==> src/hw/rtl/dest_pkg.sv <==
// ----------------------------------------------------------------------------
// dest_pkg
// Shared types and constants of the dual encoder speed and tick target block.
// ----------------------------------------------------------------------------
package dest_pkg;

  localparam int unsigned DataW = 32;
  localparam int unsigned PprW  = 8;
  localparam int unsigned DivW  = DataW + PprW;

  // register reset values
  localparam logic [DataW-1:0] TargetTicksRst    = 32'd0;
  localparam logic [DataW-1:0] StallLimitRst     = 32'd6000000;
  localparam logic [DataW-1:0] TicksPerMinuteRst = 32'd2400000000;
  localparam logic [PprW-1:0]  PulsesPerRevRst   = 8'd28;

  typedef enum logic [1:0] {
    KIND_RIGHT   = 2'd0,
    KIND_LEFT    = 2'd1,
    KIND_QUERY   = 2'd2,
    KIND_RESTART = 2'd3
  } kind_e;

  typedef enum logic [1:0] {
    BK_IDLE = 2'd0,
    BK_MUL  = 2'd1,
    BK_DIV  = 2'd2,
    BK_EMIT = 2'd3
  } back_state_e;

  typedef struct packed {
    kind_e            kind;
    logic [DataW-1:0] timestamp;
  } item_t;

  typedef struct packed {
    logic empty;
    logic full;
  } fifo_stat_t;

  typedef struct packed {
    logic [DataW-1:0] target_ticks;
    logic [DataW-1:0] stall_limit;
    logic [DataW-1:0] ticks_per_minute;
    logic [PprW-1:0]  pulses_per_rev;
  } cfg_t;

  typedef struct packed {
    logic             start;
    logic [DataW-1:0] dividend;
    logic [DivW-1:0]  divisor;
  } div_req_t;

  typedef struct packed {
    logic             busy;
    logic             done;
    logic [DataW-1:0] quotient;
  } div_rsp_t;

  typedef struct packed {
    logic [DataW-1:0] period_right;
    logic [DataW-1:0] period_left;
    logic [DataW-1:0] rpm_right;
    logic [DataW-1:0] rpm_left;
    logic [DataW-1:0] tick_average;
    logic             target_reached;
  } result_t;

endpackage

==> src/hw/rtl/dest_front.sv <==
// ----------------------------------------------------------------------------
// dest_front
// Input stage: registers each incoming item, decodes its action and hands it
// to the item queue.
// ----------------------------------------------------------------------------
module dest_front import dest_pkg::*; (
  input  logic             clk_i,
  input  logic             rst_ni,
  input  logic             in_valid_i,
  output logic             in_stall_o,
  input  logic [1:0]       action_i,
  input  logic [DataW-1:0] timestamp_i,
  input  fifo_stat_t       fifo_stat_i,
  output logic             push_o,
  output item_t            push_item_o
);

  localparam logic [1:0] ActRight   = 2'd0;
  localparam logic [1:0] ActLeft    = 2'd1;
  localparam logic [1:0] ActQuery   = 2'd2;
  localparam logic [1:0] ActRestart = 2'd3;

  logic  hold_valid_q, hold_valid_d;
  item_t hold_item_q;
  kind_e kind;
  logic  accept;

  always_comb begin
    case (action_i)
      ActRight:   kind = KIND_RIGHT;
      ActLeft:    kind = KIND_LEFT;
      ActQuery:   kind = KIND_QUERY;
      ActRestart: kind = KIND_RESTART;
      default:    kind = KIND_QUERY;
    endcase
  end

  assign in_stall_o   = hold_valid_q & fifo_stat_i.full;
  assign accept       = in_valid_i & ~in_stall_o;
  assign push_o       = hold_valid_q & ~fifo_stat_i.full;
  assign push_item_o  = hold_item_q;
  assign hold_valid_d = accept | (hold_valid_q & ~push_o);

  always_ff @(posedge clk_i or negedge rst_ni) begin
    if (!rst_ni) begin
      hold_valid_q <= 1'b0;
    end else begin
      hold_valid_q <= hold_valid_d;
    end
  end

  always_ff @(posedge clk_i) begin
    if (accept) begin
      hold_item_q <= '{kind: kind, timestamp: timestamp_i};
    end
  end

endmodule

==> src/hw/rtl/dest_fifo.sv <==
// ----------------------------------------------------------------------------
// dest_fifo
// Two entry item queue between the input stage and the execution stage.
// ----------------------------------------------------------------------------
module dest_fifo import dest_pkg::*; (
  input  logic       clk_i,
  input  logic       rst_ni,
  input  logic       push_i,
  input  item_t      push_item_i,
  input  logic       pop_i,
  output item_t      pop_item_o,
  output fifo_stat_t stat_o
);

  item_t      mem_q [2];
  logic       wptr_q, wptr_d;
  logic       rptr_q, rptr_d;
  logic [1:0] cnt_q, cnt_d;

  assign stat_o.empty = (cnt_q == 2'd0);
  assign stat_o.full  = (cnt_q == 2'd2);
  assign pop_item_o   = mem_q[rptr_q];

  always_comb begin
    wptr_d = push_i ? ~wptr_q : wptr_q;
    rptr_d = pop_i ? ~rptr_q : rptr_q;
    cnt_d  = cnt_q + {1'b0, push_i} - {1'b0, pop_i};
  end

  always_ff @(posedge clk_i or negedge rst_ni) begin
    if (!rst_ni) begin
      wptr_q <= 1'b0;
      rptr_q <= 1'b0;
      cnt_q  <= 2'd0;
    end else begin
      wptr_q <= wptr_d;
      rptr_q <= rptr_d;
      cnt_q  <= cnt_d;
    end
  end

  always_ff @(posedge clk_i) begin
    if (push_i) begin
      mem_q[wptr_q] <= push_item_i;
    end
  end

  a_no_overflow : assert property (@(posedge clk_i) disable iff (!rst_ni)
    stat_o.full |-> !push_i)
    else $error("item queue written while full");

  a_no_underflow : assert property (@(posedge clk_i) disable iff (!rst_ni)
    stat_o.empty |-> !pop_i)
    else $error("item queue read while empty");

endmodule

==> src/hw/rtl/dest_div.sv <==
// ----------------------------------------------------------------------------
// dest_div
// Restoring divider, 32-bit dividend by 40-bit divisor, one quotient bit per
// cycle. A zero divisor yields an all-ones quotient.
// ----------------------------------------------------------------------------
module dest_div import dest_pkg::*; (
  input  logic     clk_i,
  input  logic     rst_ni,
  input  div_req_t req_i,
  output div_rsp_t rsp_o
);

  localparam int unsigned CntW = $clog2(DataW);

  logic [DivW-1:0]  rem_q, rem_d;
  logic [DivW-1:0]  dvs_q, dvs_d;
  logic [DataW-1:0] quo_q, quo_d;
  logic [CntW-1:0]  cnt_q, cnt_d;
  logic             busy_q, busy_d;
  logic             done_q, done_d;
  logic [DivW:0]    shifted;
  logic             last;

  assign shifted = {rem_q, quo_q[DataW-1]};
  assign last    = (cnt_q == CntW'(DataW - 1));

  always_comb begin
    rem_d  = rem_q;
    dvs_d  = dvs_q;
    quo_d  = quo_q;
    cnt_d  = cnt_q;
    busy_d = busy_q;
    done_d = 1'b0;
    if (req_i.start) begin
      rem_d  = '0;
      dvs_d  = req_i.divisor;
      quo_d  = req_i.dividend;
      cnt_d  = '0;
      busy_d = 1'b1;
    end else if (busy_q) begin
      if (shifted >= {1'b0, dvs_q}) begin
        rem_d = DivW'(shifted - {1'b0, dvs_q});
        quo_d = {quo_q[DataW-2:0], 1'b1};
      end else begin
        rem_d = shifted[DivW-1:0];
        quo_d = {quo_q[DataW-2:0], 1'b0};
      end
      cnt_d = cnt_q + 1'b1;
      if (last) begin
        busy_d = 1'b0;
        done_d = 1'b1;
      end
    end
  end

  always_ff @(posedge clk_i or negedge rst_ni) begin
    if (!rst_ni) begin
      busy_q <= 1'b0;
      done_q <= 1'b0;
      cnt_q  <= '0;
    end else begin
      busy_q <= busy_d;
      done_q <= done_d;
      cnt_q  <= cnt_d;
    end
  end

  always_ff @(posedge clk_i) begin
    rem_q <= rem_d;
    dvs_q <= dvs_d;
    quo_q <= quo_d;
  end

  assign rsp_o.busy     = busy_q;
  assign rsp_o.done     = done_q;
  assign rsp_o.quotient = quo_q;

endmodule

==> src/hw/rtl/dest_back.sv <==
// ----------------------------------------------------------------------------
// dest_back
// Execution stage: keeps the per-side encoder state, runs the rpm division
// for edge items and builds the result register.
// ----------------------------------------------------------------------------
module dest_back import dest_pkg::*; (
  input  logic       clk_i,
  input  logic       rst_ni,
  input  cfg_t       cfg_i,
  input  fifo_stat_t fifo_stat_i,
  input  item_t      item_i,
  output logic       pop_o,
  output logic       out_valid_o,
  input  logic       out_stall_i,
  output result_t    res_o
);

  back_state_e      state_q, state_d;
  kind_e            kind_q, kind_d;
  logic [DataW-1:0] now_q, now_d;
  logic [DataW-1:0] last_r_q, last_r_d, last_l_q, last_l_d;
  logic [DataW-1:0] per_r_q, per_r_d, per_l_q, per_l_d;
  logic [DataW-1:0] spd_r_q, spd_r_d, spd_l_q, spd_l_d;
  logic [DataW-1:0] cnt_r_q, cnt_r_d, cnt_l_q, cnt_l_d;
  logic             out_valid_q, out_valid_d;
  result_t          res_q, res_d;

  div_req_t         div_req;
  div_rsp_t         div_rsp;
  logic [DataW-1:0] side_per;
  logic [DataW-1:0] since_r, since_l;
  logic [DataW:0]   cnt_sum;
  logic [DataW-1:0] avg;
  logic             is_edge;
  logic             out_free;

  dest_div u_div (
    .clk_i  (clk_i),
    .rst_ni (rst_ni),
    .req_i  (div_req),
    .rsp_o  (div_rsp)
  );

  assign out_free = ~out_valid_q | ~out_stall_i;
  assign side_per = (kind_q == KIND_LEFT) ? per_l_q : per_r_q;
  assign since_r  = now_q - last_r_q;
  assign since_l  = now_q - last_l_q;
  assign cnt_sum  = {1'b0, cnt_r_q} + {1'b0, cnt_l_q};
  assign avg      = cnt_sum[DataW:1];
  assign is_edge  = (kind_q == KIND_RIGHT) || (kind_q == KIND_LEFT);

  always_comb begin
    state_d          = state_q;
    kind_d           = kind_q;
    now_d            = now_q;
    last_r_d         = last_r_q;
    last_l_d         = last_l_q;
    per_r_d          = per_r_q;
    per_l_d          = per_l_q;
    spd_r_d          = spd_r_q;
    spd_l_d          = spd_l_q;
    cnt_r_d          = cnt_r_q;
    cnt_l_d          = cnt_l_q;
    res_d            = res_q;
    out_valid_d      = out_valid_q & out_stall_i;
    pop_o            = 1'b0;
    div_req.start    = 1'b0;
    div_req.dividend = cfg_i.ticks_per_minute;
    div_req.divisor  = DivW'(side_per) * DivW'(cfg_i.pulses_per_rev);

    case (state_q)
      BK_IDLE: begin
        if (!fifo_stat_i.empty) begin
          pop_o  = 1'b1;
          kind_d = item_i.kind;
          now_d  = item_i.timestamp;
          case (item_i.kind)
            KIND_RIGHT: begin
              per_r_d  = item_i.timestamp - last_r_q;
              last_r_d = item_i.timestamp;
              cnt_r_d  = cnt_r_q + 1'b1;
              state_d  = BK_MUL;
            end
            KIND_LEFT: begin
              per_l_d  = item_i.timestamp - last_l_q;
              last_l_d = item_i.timestamp;
              cnt_l_d  = cnt_l_q + 1'b1;
              state_d  = BK_MUL;
            end
            KIND_RESTART: begin
              cnt_r_d = '0;
              cnt_l_d = '0;
              state_d = BK_EMIT;
            end
            default: begin
              state_d = BK_EMIT;
            end
          endcase
        end
      end
      BK_MUL: begin
        div_req.start = 1'b1;
        state_d       = BK_DIV;
      end
      BK_DIV: begin
        if (div_rsp.done) begin
          if (kind_q == KIND_LEFT) begin
            spd_l_d = div_rsp.quotient;
          end else begin
            spd_r_d = div_rsp.quotient;
          end
          state_d = BK_EMIT;
        end
      end
      BK_EMIT: begin
        if (out_free) begin
          res_d.period_right   = per_r_q;
          res_d.period_left    = per_l_q;
          res_d.rpm_right      = (since_r > cfg_i.stall_limit) ? '0 : spd_r_q;
          res_d.rpm_left       = (since_l > cfg_i.stall_limit) ? '0 : spd_l_q;
          res_d.tick_average   = avg;
          res_d.target_reached = is_edge && (avg > cfg_i.target_ticks);
          out_valid_d          = 1'b1;
          state_d              = BK_IDLE;
        end
      end
      default: begin
        state_d = BK_IDLE;
      end
    endcase
  end

  always_ff @(posedge clk_i or negedge rst_ni) begin
    if (!rst_ni) begin
      state_q     <= BK_IDLE;
      out_valid_q <= 1'b0;
      last_r_q    <= '0;
      last_l_q    <= '0;
      per_r_q     <= '0;
      per_l_q     <= '0;
      spd_r_q     <= '0;
      spd_l_q     <= '0;
      cnt_r_q     <= '0;
      cnt_l_q     <= '0;
    end else begin
      state_q     <= state_d;
      out_valid_q <= out_valid_d;
      last_r_q    <= last_r_d;
      last_l_q    <= last_l_d;
      per_r_q     <= per_r_d;
      per_l_q     <= per_l_d;
      spd_r_q     <= spd_r_d;
      spd_l_q     <= spd_l_d;
      cnt_r_q     <= cnt_r_d;
      cnt_l_q     <= cnt_l_d;
    end
  end

  always_ff @(posedge clk_i) begin
    kind_q <= kind_d;
    now_q  <= now_d;
    res_q  <= res_d;
  end

  assign out_valid_o = out_valid_q;
  assign res_o       = res_q;

  a_div_start_idle : assert property (@(posedge clk_i) disable iff (!rst_ni)
    (state_q == BK_MUL) |-> !div_rsp.busy)
    else $error("divider started while busy");

  a_done_in_div : assert property (@(posedge clk_i) disable iff (!rst_ni)
    div_rsp.done |-> (state_q == BK_DIV))
    else $error("division finished outside the divide state");

  a_restart_clears : assert property (@(posedge clk_i) disable iff (!rst_ni)
    (state_q == BK_EMIT && out_free && kind_q == KIND_RESTART)
      |=> (out_valid_q && res_q.tick_average == '0 && !res_q.target_reached))
    else $error("restart result shows stale counts");

endmodule

==> src/hw/rtl/dual_encoder_speed_and_tick_target.sv <==
// ----------------------------------------------------------------------------
// dual_encoder_speed_and_tick_target
// Two-wheel encoder period and rpm meter with an edge count target flag.
//
//   channel  direction  handshake               payload
//   input    in         in_valid_i/in_stall_o   action_i, timestamp_i
//   result   out        out_valid_o/out_stall_i period/rpm/average/target
//   config   in         psel/penable/pwrite     paddr, pwdata, prdata
//
// an edge item goes from transfer to result through the input register, the
// queue, the pop, the multiply state that starts the divider, the restoring
// divider steps, one per quotient bit, the divider done and the emit state
// a query or restart item goes from the pop straight to the emit state
// reset clears the control, config and per-side encoder state at once, no clearing pass
// a two entry queue lets inputs be taken while a division runs; a stalled
// result holds the execution stage in its emit cycle
// ----------------------------------------------------------------------------
module dual_encoder_speed_and_tick_target import dest_pkg::*; (
  input  logic             clk_i,
  input  logic             rst_ni,
  input  logic             in_valid_i,
  output logic             in_stall_o,
  input  logic [1:0]       action_i,
  input  logic [DataW-1:0] timestamp_i,
  output logic             out_valid_o,
  input  logic             out_stall_i,
  output logic [DataW-1:0] period_right_o,
  output logic [DataW-1:0] period_left_o,
  output logic [DataW-1:0] rpm_right_o,
  output logic [DataW-1:0] rpm_left_o,
  output logic [DataW-1:0] tick_average_o,
  output logic             target_reached_o,
  input  logic             psel,
  input  logic             penable,
  input  logic             pwrite,
  input  logic [3:0]       paddr,
  input  logic [DataW-1:0] pwdata,
  output logic [DataW-1:0] prdata,
  output logic             pready
);

  localparam logic [1:0] RegTarget = 2'd0;
  localparam logic [1:0] RegStall  = 2'd1;
  localparam logic [1:0] RegTpm    = 2'd2;
  localparam logic [1:0] RegPpr    = 2'd3;

  cfg_t       cfg_q, cfg_d;
  logic       cfg_wr;
  logic [1:0] reg_idx;
  logic       push, pop;
  item_t      push_item, pop_item;
  fifo_stat_t fifo_stat;
  result_t    res;

  assign pready  = 1'b1;
  assign reg_idx = paddr[3:2];
  assign cfg_wr  = psel & penable & pwrite & pready;

  always_comb begin
    cfg_d = cfg_q;
    if (cfg_wr) begin
      case (reg_idx)
        RegTarget: cfg_d.target_ticks     = pwdata;
        RegStall:  cfg_d.stall_limit      = pwdata;
        RegTpm:    cfg_d.ticks_per_minute = pwdata;
        RegPpr:    cfg_d.pulses_per_rev   = pwdata[PprW-1:0];
        default:   cfg_d = cfg_q;
      endcase
    end
  end

  always_comb begin
    case (reg_idx)
      RegTarget: prdata = cfg_q.target_ticks;
      RegStall:  prdata = cfg_q.stall_limit;
      RegTpm:    prdata = cfg_q.ticks_per_minute;
      RegPpr:    prdata = DataW'(cfg_q.pulses_per_rev);
      default:   prdata = '0;
    endcase
  end

  always_ff @(posedge clk_i or negedge rst_ni) begin
    if (!rst_ni) begin
      cfg_q.target_ticks     <= TargetTicksRst;
      cfg_q.stall_limit      <= StallLimitRst;
      cfg_q.ticks_per_minute <= TicksPerMinuteRst;
      cfg_q.pulses_per_rev   <= PulsesPerRevRst;
    end else begin
      cfg_q <= cfg_d;
    end
  end

  dest_front u_front (
    .clk_i       (clk_i),
    .rst_ni      (rst_ni),
    .in_valid_i  (in_valid_i),
    .in_stall_o  (in_stall_o),
    .action_i    (action_i),
    .timestamp_i (timestamp_i),
    .fifo_stat_i (fifo_stat),
    .push_o      (push),
    .push_item_o (push_item)
  );

  dest_fifo u_fifo (
    .clk_i       (clk_i),
    .rst_ni      (rst_ni),
    .push_i      (push),
    .push_item_i (push_item),
    .pop_i       (pop),
    .pop_item_o  (pop_item),
    .stat_o      (fifo_stat)
  );

  dest_back u_back (
    .clk_i       (clk_i),
    .rst_ni      (rst_ni),
    .cfg_i       (cfg_q),
    .fifo_stat_i (fifo_stat),
    .item_i      (pop_item),
    .pop_o       (pop),
    .out_valid_o (out_valid_o),
    .out_stall_i (out_stall_i),
    .res_o       (res)
  );

  assign period_right_o   = res.period_right;
  assign period_left_o    = res.period_left;
  assign rpm_right_o      = res.rpm_right;
  assign rpm_left_o       = res.rpm_left;
  assign tick_average_o   = res.tick_average;
  assign target_reached_o = res.target_reached;

endmodule

==> config.mk <==
export PLATFORM = sky130hd
export DESIGN_NAME = dual_encoder_speed_and_tick_target
export DESIGN_NICKNAME = d
export VERILOG_FILES = /design/src/hw/rtl/dest_pkg.sv /design/src/hw/rtl/dest_front.sv /design/src/hw/rtl/dest_fifo.sv /design/src/hw/rtl/dest_div.sv /design/src/hw/rtl/dest_back.sv /design/src/hw/rtl/dual_encoder_speed_and_tick_target.sv
export SDC_FILE = /design/constraint.sdc
export NUM_CORES = 2
export LEC_CHECK = 0
export BUFFER_PORTS_ARGS = -buffer_cell sky130_fd_sc_hd__buf_2
export CORE_MARGIN = 2
export CORE_UTILIZATION = 45
export DETAILED_ROUTE_END_ITERATION = 8
export SYNTH_ARGS = -nofsm -noshare
export SYNTH_HDL_FRONTEND = slang
export SYNTH_SLANG_ARGS = --single-unit
==> constraint.sdc <==
create_clock -name clk_i -period 38 [get_ports clk_i]
set_input_delay 1.9 -clock clk_i [delete_from_list [all_inputs] [get_ports clk_i]]
set_output_delay 1.9 -clock clk_i [all_outputs]
set_load 0.02 [all_outputs]
* Word level (Yosys, flattened, before mapping)
Memory sizes are Yosys's and may differ from the RTL's.
Index checks and enable logic that the tools add are counted.
** Storage, ports and cells
- Flip-flop bits (word level) :: 716
- Bits in writable memories :: 68
- Input bits :: 77
- Logic and storage cells :: 140
- Memories kept :: 1
** Operators by class
- Add/sub/neg operators :: 11
- Multipliers :: 1
- Order comparisons :: 4
- Equal/unequal tests :: 17
- Muxes and demuxes :: 29
- Bitwise operators :: 18
- Reduce and logical (&&, ||, !) cells :: 25
** Memories
- u_fifo.mem_q :: depth 2, bits a word 34, rd ports 1, clocked after Yosys merged registers in 0, wr ports 1, RTL line dest_fifo.sv:15 : item_t mem_q [2];
** Operators by type and width (count)
- one-hot mux 32 bit (2 select lines) :: 2
- one-hot mux 32 bit (4 select lines) :: 1
- subtractor 32 bit :: 4
- greater-than comparator 32 bit :: 3
- two-way mux 32 bit :: 3
- adder 32 x 1 -> 32 bit, second input constant :: 2
- greater-or-equal comparator 41 x 40 -> 1 bit :: 1
- multiplier 32 x 8 -> 40 bit :: 1
- two-way mux 40 bit :: 1
- subtractor 40 bit :: 1
- adder 32 x 32 -> 33 bit :: 1
- AND reduction 3 bit :: 7
- equality test 2 bit, second input constant :: 8
- one-hot mux 2 bit (4 select lines) :: 2
- two-way mux 1 bit :: 14
- zero test 2 bit :: 6
- AND reduction 2 bit :: 6
- equality test 2 x 1 -> 1 bit, second input constant :: 5
- two-way mux 5 bit :: 2
- inverter 1 bit :: 9
- two-way mux 2 bit :: 4
- bitwise AND 1 bit :: 7
- nonzero test 2 bit :: 3
- adder 5 x 1 -> 5 bit, second input constant :: 1
- 9 further kinds :: 11

* Longest topological paths before layout
- Word-level depth :: 6
- Mapped depth :: 28

* Modules after synthesis
Synthesis repeated with hierarchy kept, for this count alone.
** Second synthesis, totals
- Cell total of the unflattened synthesis :: 4687
- Area total of the unflattened synthesis :: 50572.3 µm²
** By module, submodules not included
- dest_back :: instances 1, cells each 3450, area each 34613.2 µm²
- dest_div :: instances 1, cells each 755, area each 7320.8 µm²
- dual_encoder_speed_and_tick_target :: instances 1, cells each 320, area each 4750.8 µm²
- dest_fifo :: instances 1, cells each 121, area each 2801.4 µm²
- dest_front :: instances 1, cells each 41, area each 1086.0 µm²

* Worst setup path before layout
No wires, ideal clock.
- Path type :: input port to flip-flop
- Start point :: input out_stall_i
- End point :: register u_back.res_q (netlist bit u_back.res_o[0]), enable pin
- Library setup time :: 929 ps
- Arrival :: 13472 ps
- Required time :: 37071 ps
- Path slack :: 23599 ps
- Cell stages on the path :: 1
- Path through :: a21boi_0
** Between the ends
- Word-level cells in the longest chain between the ends :: 3
** RTL lines
- start, declared :: RTL line dual_encoder_speed_and_tick_target.sv:26 : input logic out_stall_i,
- inverter 1 bit :: RTL line dest_back.sv:44 : assign out_free = ~out_valid_q | ~out_stall_i;
- OR 1 bit :: RTL line dest_back.sv:44
- AND reduction 2 bit (no source line)
- end signal, assigned :: RTL line dest_back.sv:162 : res_q <= res_d;
- end, declared :: RTL line dest_back.sv:26 : result_t res_q, res_d;
No other way between the ends.
A chain may end at the register's enable or synchronous reset.

==> flow_summary.json <==
{
  "status": "finished, final reports clean",
  "slew_viol_final": 0,
  "syn-instance-count": 4693,
  "initial_core_util": 0.455,
  "critical_path.endpoint_type": "flop",
  "report.final.setup_viol": 0,
  "most_common_library_cell_in_the_layout_ignoring_fill_and_taps": "sky130_fd_sc_hd__inv_1",
  "hold_path_class": "reg -> reg",
  "route.final.wire_length_mm": 128,
  "fin_util": 0.512,
  "synth_flop_cell": "sky130_fd_sc_hd__edfxtp_1",
  "ctsHtreeMaxLevel": 3,
  "detailedPlacementHpwl_mm": 96.4,
  "syn_area_per_cell_um2": 10.6,
  "most_prevalent_standard_cell_on_the_critical_path": "sky130_fd_sc_hd__fa_1",
  "tightestPinTransition_ns": 1.12,
  "first_global_vias": 34000,
  "routed-via-count": 34400,
  "synthAdderAreaFrac": 0.167,
  "clkSlewWorstSetupHoldPaths_ns": 0.05,
  "drt_iter0_drc": 2168,
  "drc": 0,
  "clock-root-buffer": "sky130_fd_sc_hd__clkbuf_16",
  "max_stage_delay_ns": 0.99,
  "wl_per_cell_um": 19.7,
  "clock_sinks": 784,
  "worstPathMaxFanout": 30,
  "finalNetCount": 5561,
  "area_growth_syn_to_layout_pct": 12.6,
  "first_pass_iters": 6,
  "ys.warnings.count": 0,
  "layout_worst_path_cycle_share": 0.205,
  "postLayoutSetupSlackWorst_ns": 30.21,
  "grt_first_pass_wirelength_mm": 198,
  "yosys.area.top_type_share": 0.223,
  "worst_path_slowest_cell": "sky130_fd_sc_hd__mux2i_1",
  "ys_ff_latch": 784,
  "synth.largest_area_cell": "sky130_fd_sc_hd__edfxtp_1",
  "mappedNetlistArea_um2": 49600,
  "cts.path.max_buffers": 3,
  "post_cts_resized": 0,
  "sequential_area_share_after_synthesis": 0.429,
  "critical_path_required_ns": 38.44,
  "post_place_setup_slack_ns": 30.22,
  "fill_cells": 9798,
  "clock-skew-final_ns": 0.0378,
  "drive_above_1_share": 0.139,
  "hold_viol_final": 0,
  "max_slew_margin": 0.229,
  "hold_ws_ns": 0.446,
  "cts.hold.buffers_added": 0,
  "final_cell_mix": "444 x sky130_fd_sc_hd__inv_1, 369 x sky130_fd_sc_hd__nand2_1, 369 x sky130_fd_sc_hd__edfxtp_1, 363 x sky130_fd_sc_hd__ha_1, 350 x sky130_fd_sc_hd__dfrtp_1",
  "sequential_cell_area_um2": 21300,
  "io_pins": 273,
  "cp_cell_sequence": "nand2b_2, buf_4, mux2i_1, nor2b_1, fa_1, fa_1, fa_1, inv_1, fa_1, inv_1, ha_1, o21a_1, o21ai_1, o31ai_1, nor3_1, a211oi_1, a41o_1, o41ai_2, nor2_1, a221o_1, a31oi_1, xnor2_1",
  "initial_antenna_violation_count": 15,
  "dieHeight_um": 336,
  "place.port_buffers": 269,
  "multi_input_area_um2": 26100,
  "globalRouteTotalUtil": 0.228,
  "synth-compound-area-share": 0.121,
  "cts-buffers-inserted": 89,
  "synth.area.mux_share": 0.0681,
  "critical_path_arrival_ns": 8.22,
  "avgViaCountPerCell": 5.29,
  "timing.setup.critical_path_class": "reg -> reg",
  "die-area_um2": 113000,
  "ant_nets": 0,
  "grt_start_max_net_pins": 176,
  "postSynthNetCount": 5320,
  "max_capacitance_violation_count": 0,
  "setup-tns-final_ns": 0,
  "timing.final.crit_period_ns": 7.79,
  "synth_unique_cells": 86,
  "rsz_0062_raised_after_global_routing": "false",
  "tritoncts": "built",
  "num_rows": 121,
  "post_synth_and_or_nand_nor_area_fraction": 0.124,
  "insertion_delay_to_the_later_sink_of_the_worst_skew_pair_ns": 0.70,
  "post_synth_main_area_contributors": "sky130_fd_sc_hd__edfxtp_1 22%, sky130_fd_sc_hd__dfrtp_1 18%, sky130_fd_sc_hd__ha_1 9.2%",
  "fp.dieW_um": 336,
  "share_of_flip_flops_with_an_asynchronous_set_or_reset_after_synthesis": 0.478,
  "gr-total-overflow": 0,
  "xor_xnor_cell_area_share_of_the_yosys_netlist": 0.0455,
  "timing.fmax_mhz": 128,
  "globalplace.congestion": 0.902,
  "largest_family_of_logic_cells_by_synthesized_area": "adder cells",
  "postCtsSetupRepairBufs": 0,
  "worstSetupStartpointType": "flop",
  "floorplan.core_area_um2": 109000,
  "synth_edf_count": 369
}
routing by layer:
metal  GRT usage  wire length [um]  share of wire  vias up
met4      0.0737              3920          0.031        0
met5           0                 0              0        -
met1       0.330             60800           0.48    16600
met3      0.0340              6690          0.052      167
met2       0.351             56500           0.44      769
li1            -                 -              -    16800
cells by family after synthesis:
kind of cell | count (synthesis)
xor+xnor | 258
other cells | 1
mux | 306
compound gates | 956
flops | 784
buf+inv | 602
fa+ha+maj | 550
simple gates | 1236
cells in the mapped netlist (all sizes together), types with 52 or more instances:
| cell type | n |
|---|---|
| o21a | 53 |
| xor2 | 112 |
| ha | 364 |
| clkbuf | 129 |
| nor2 | 230 |
| a21o | 146 |
| nor2b | 296 |
| o21ai | 332 |
| dfrtp | 352 |
| fa | 186 |
| a211oi | 52 |
| nand4 | 61 |
| a21oi | 205 |
| edfxtp | 369 |
| mux2i | 123 |
| nand3 | 60 |
| inv | 445 |
| nand2b | 60 |
| mux2 | 175 |
| nand2 | 371 |
| xnor2 | 146 |
worst paths after layout:
kind	cells after the start	slack, ns	endpoint	from
min in group asynchronous	1	1.19	u_back.per_r_q[2]$_DFFE_PN0P_	rst_ni
worst max register to register	22	30.21	u_back.u_div.dvs_q[38]$_DFFE_PP_	u_back.kind_q[1]$_DFFE_PP_
worst min register to register	0	0.45	u_fifo.mem_q[0][21]$_DFFE_PP_	u_front.push_item_o[21]$_DFFE_PP_
worst min-delay path	0	0.45	u_fifo.mem_q[0][21]$_DFFE_PP_	u_front.push_item_o[21]$_DFFE_PP_
worst max-delay path	22	30.21	u_back.u_div.dvs_q[38]$_DFFE_PP_	u_back.kind_q[1]$_DFFE_PP_
max in group asynchronous	3	34.65	u_back.u_div.busy_q$_DFF_PN0_	rst_ni
registers in the layout (all words and copies together) (netlist names), 34 cells and up:
signal	flops
cfg_q	104
u_fifo.mem_q	68
u_back.u_div.rem_q	40
u_back.res_o	161
u_back.u_div.dvs_q	40
u_front.push_item_o	34
critical path: cells and delay by family (launching register included):
kind | cells | cell delay (ns)
simple gates | 4 | 0.83
flops | 1 | 0.38
fa+ha+maj | 5 | 2.40
compound gates | 8 | 2.09
buf+inv | 3 | 0.62
mux | 1 | 0.99
xor+xnor | 1 | 0.13
metrics by stage:
stage | instances | cell area (um^2)
after detailed placement | 6319 | 52600
after global placement | 6319 | 52600
after global routing | 6491 | 55900
after floorplan | 4693 | 49600
after CTS | 6487 | 55900
final | 6494 | 55900
final cells by class:
cell class	count	area share
Timing Repair Buffer	307	0.0298
Clock buffer	113	0.0429
Antenna cell	7	0.000313
Multi-Input combinational cell	3307	0.468
Inverter	445	0.0299
Sequential cell	784	0.381
Clock inverter	55	0.0151
Tap cell	1476	0.0330
Power is not shown: default switching activity piles up to over one toggle a cycle in this logic, so the estimate is an artifact.
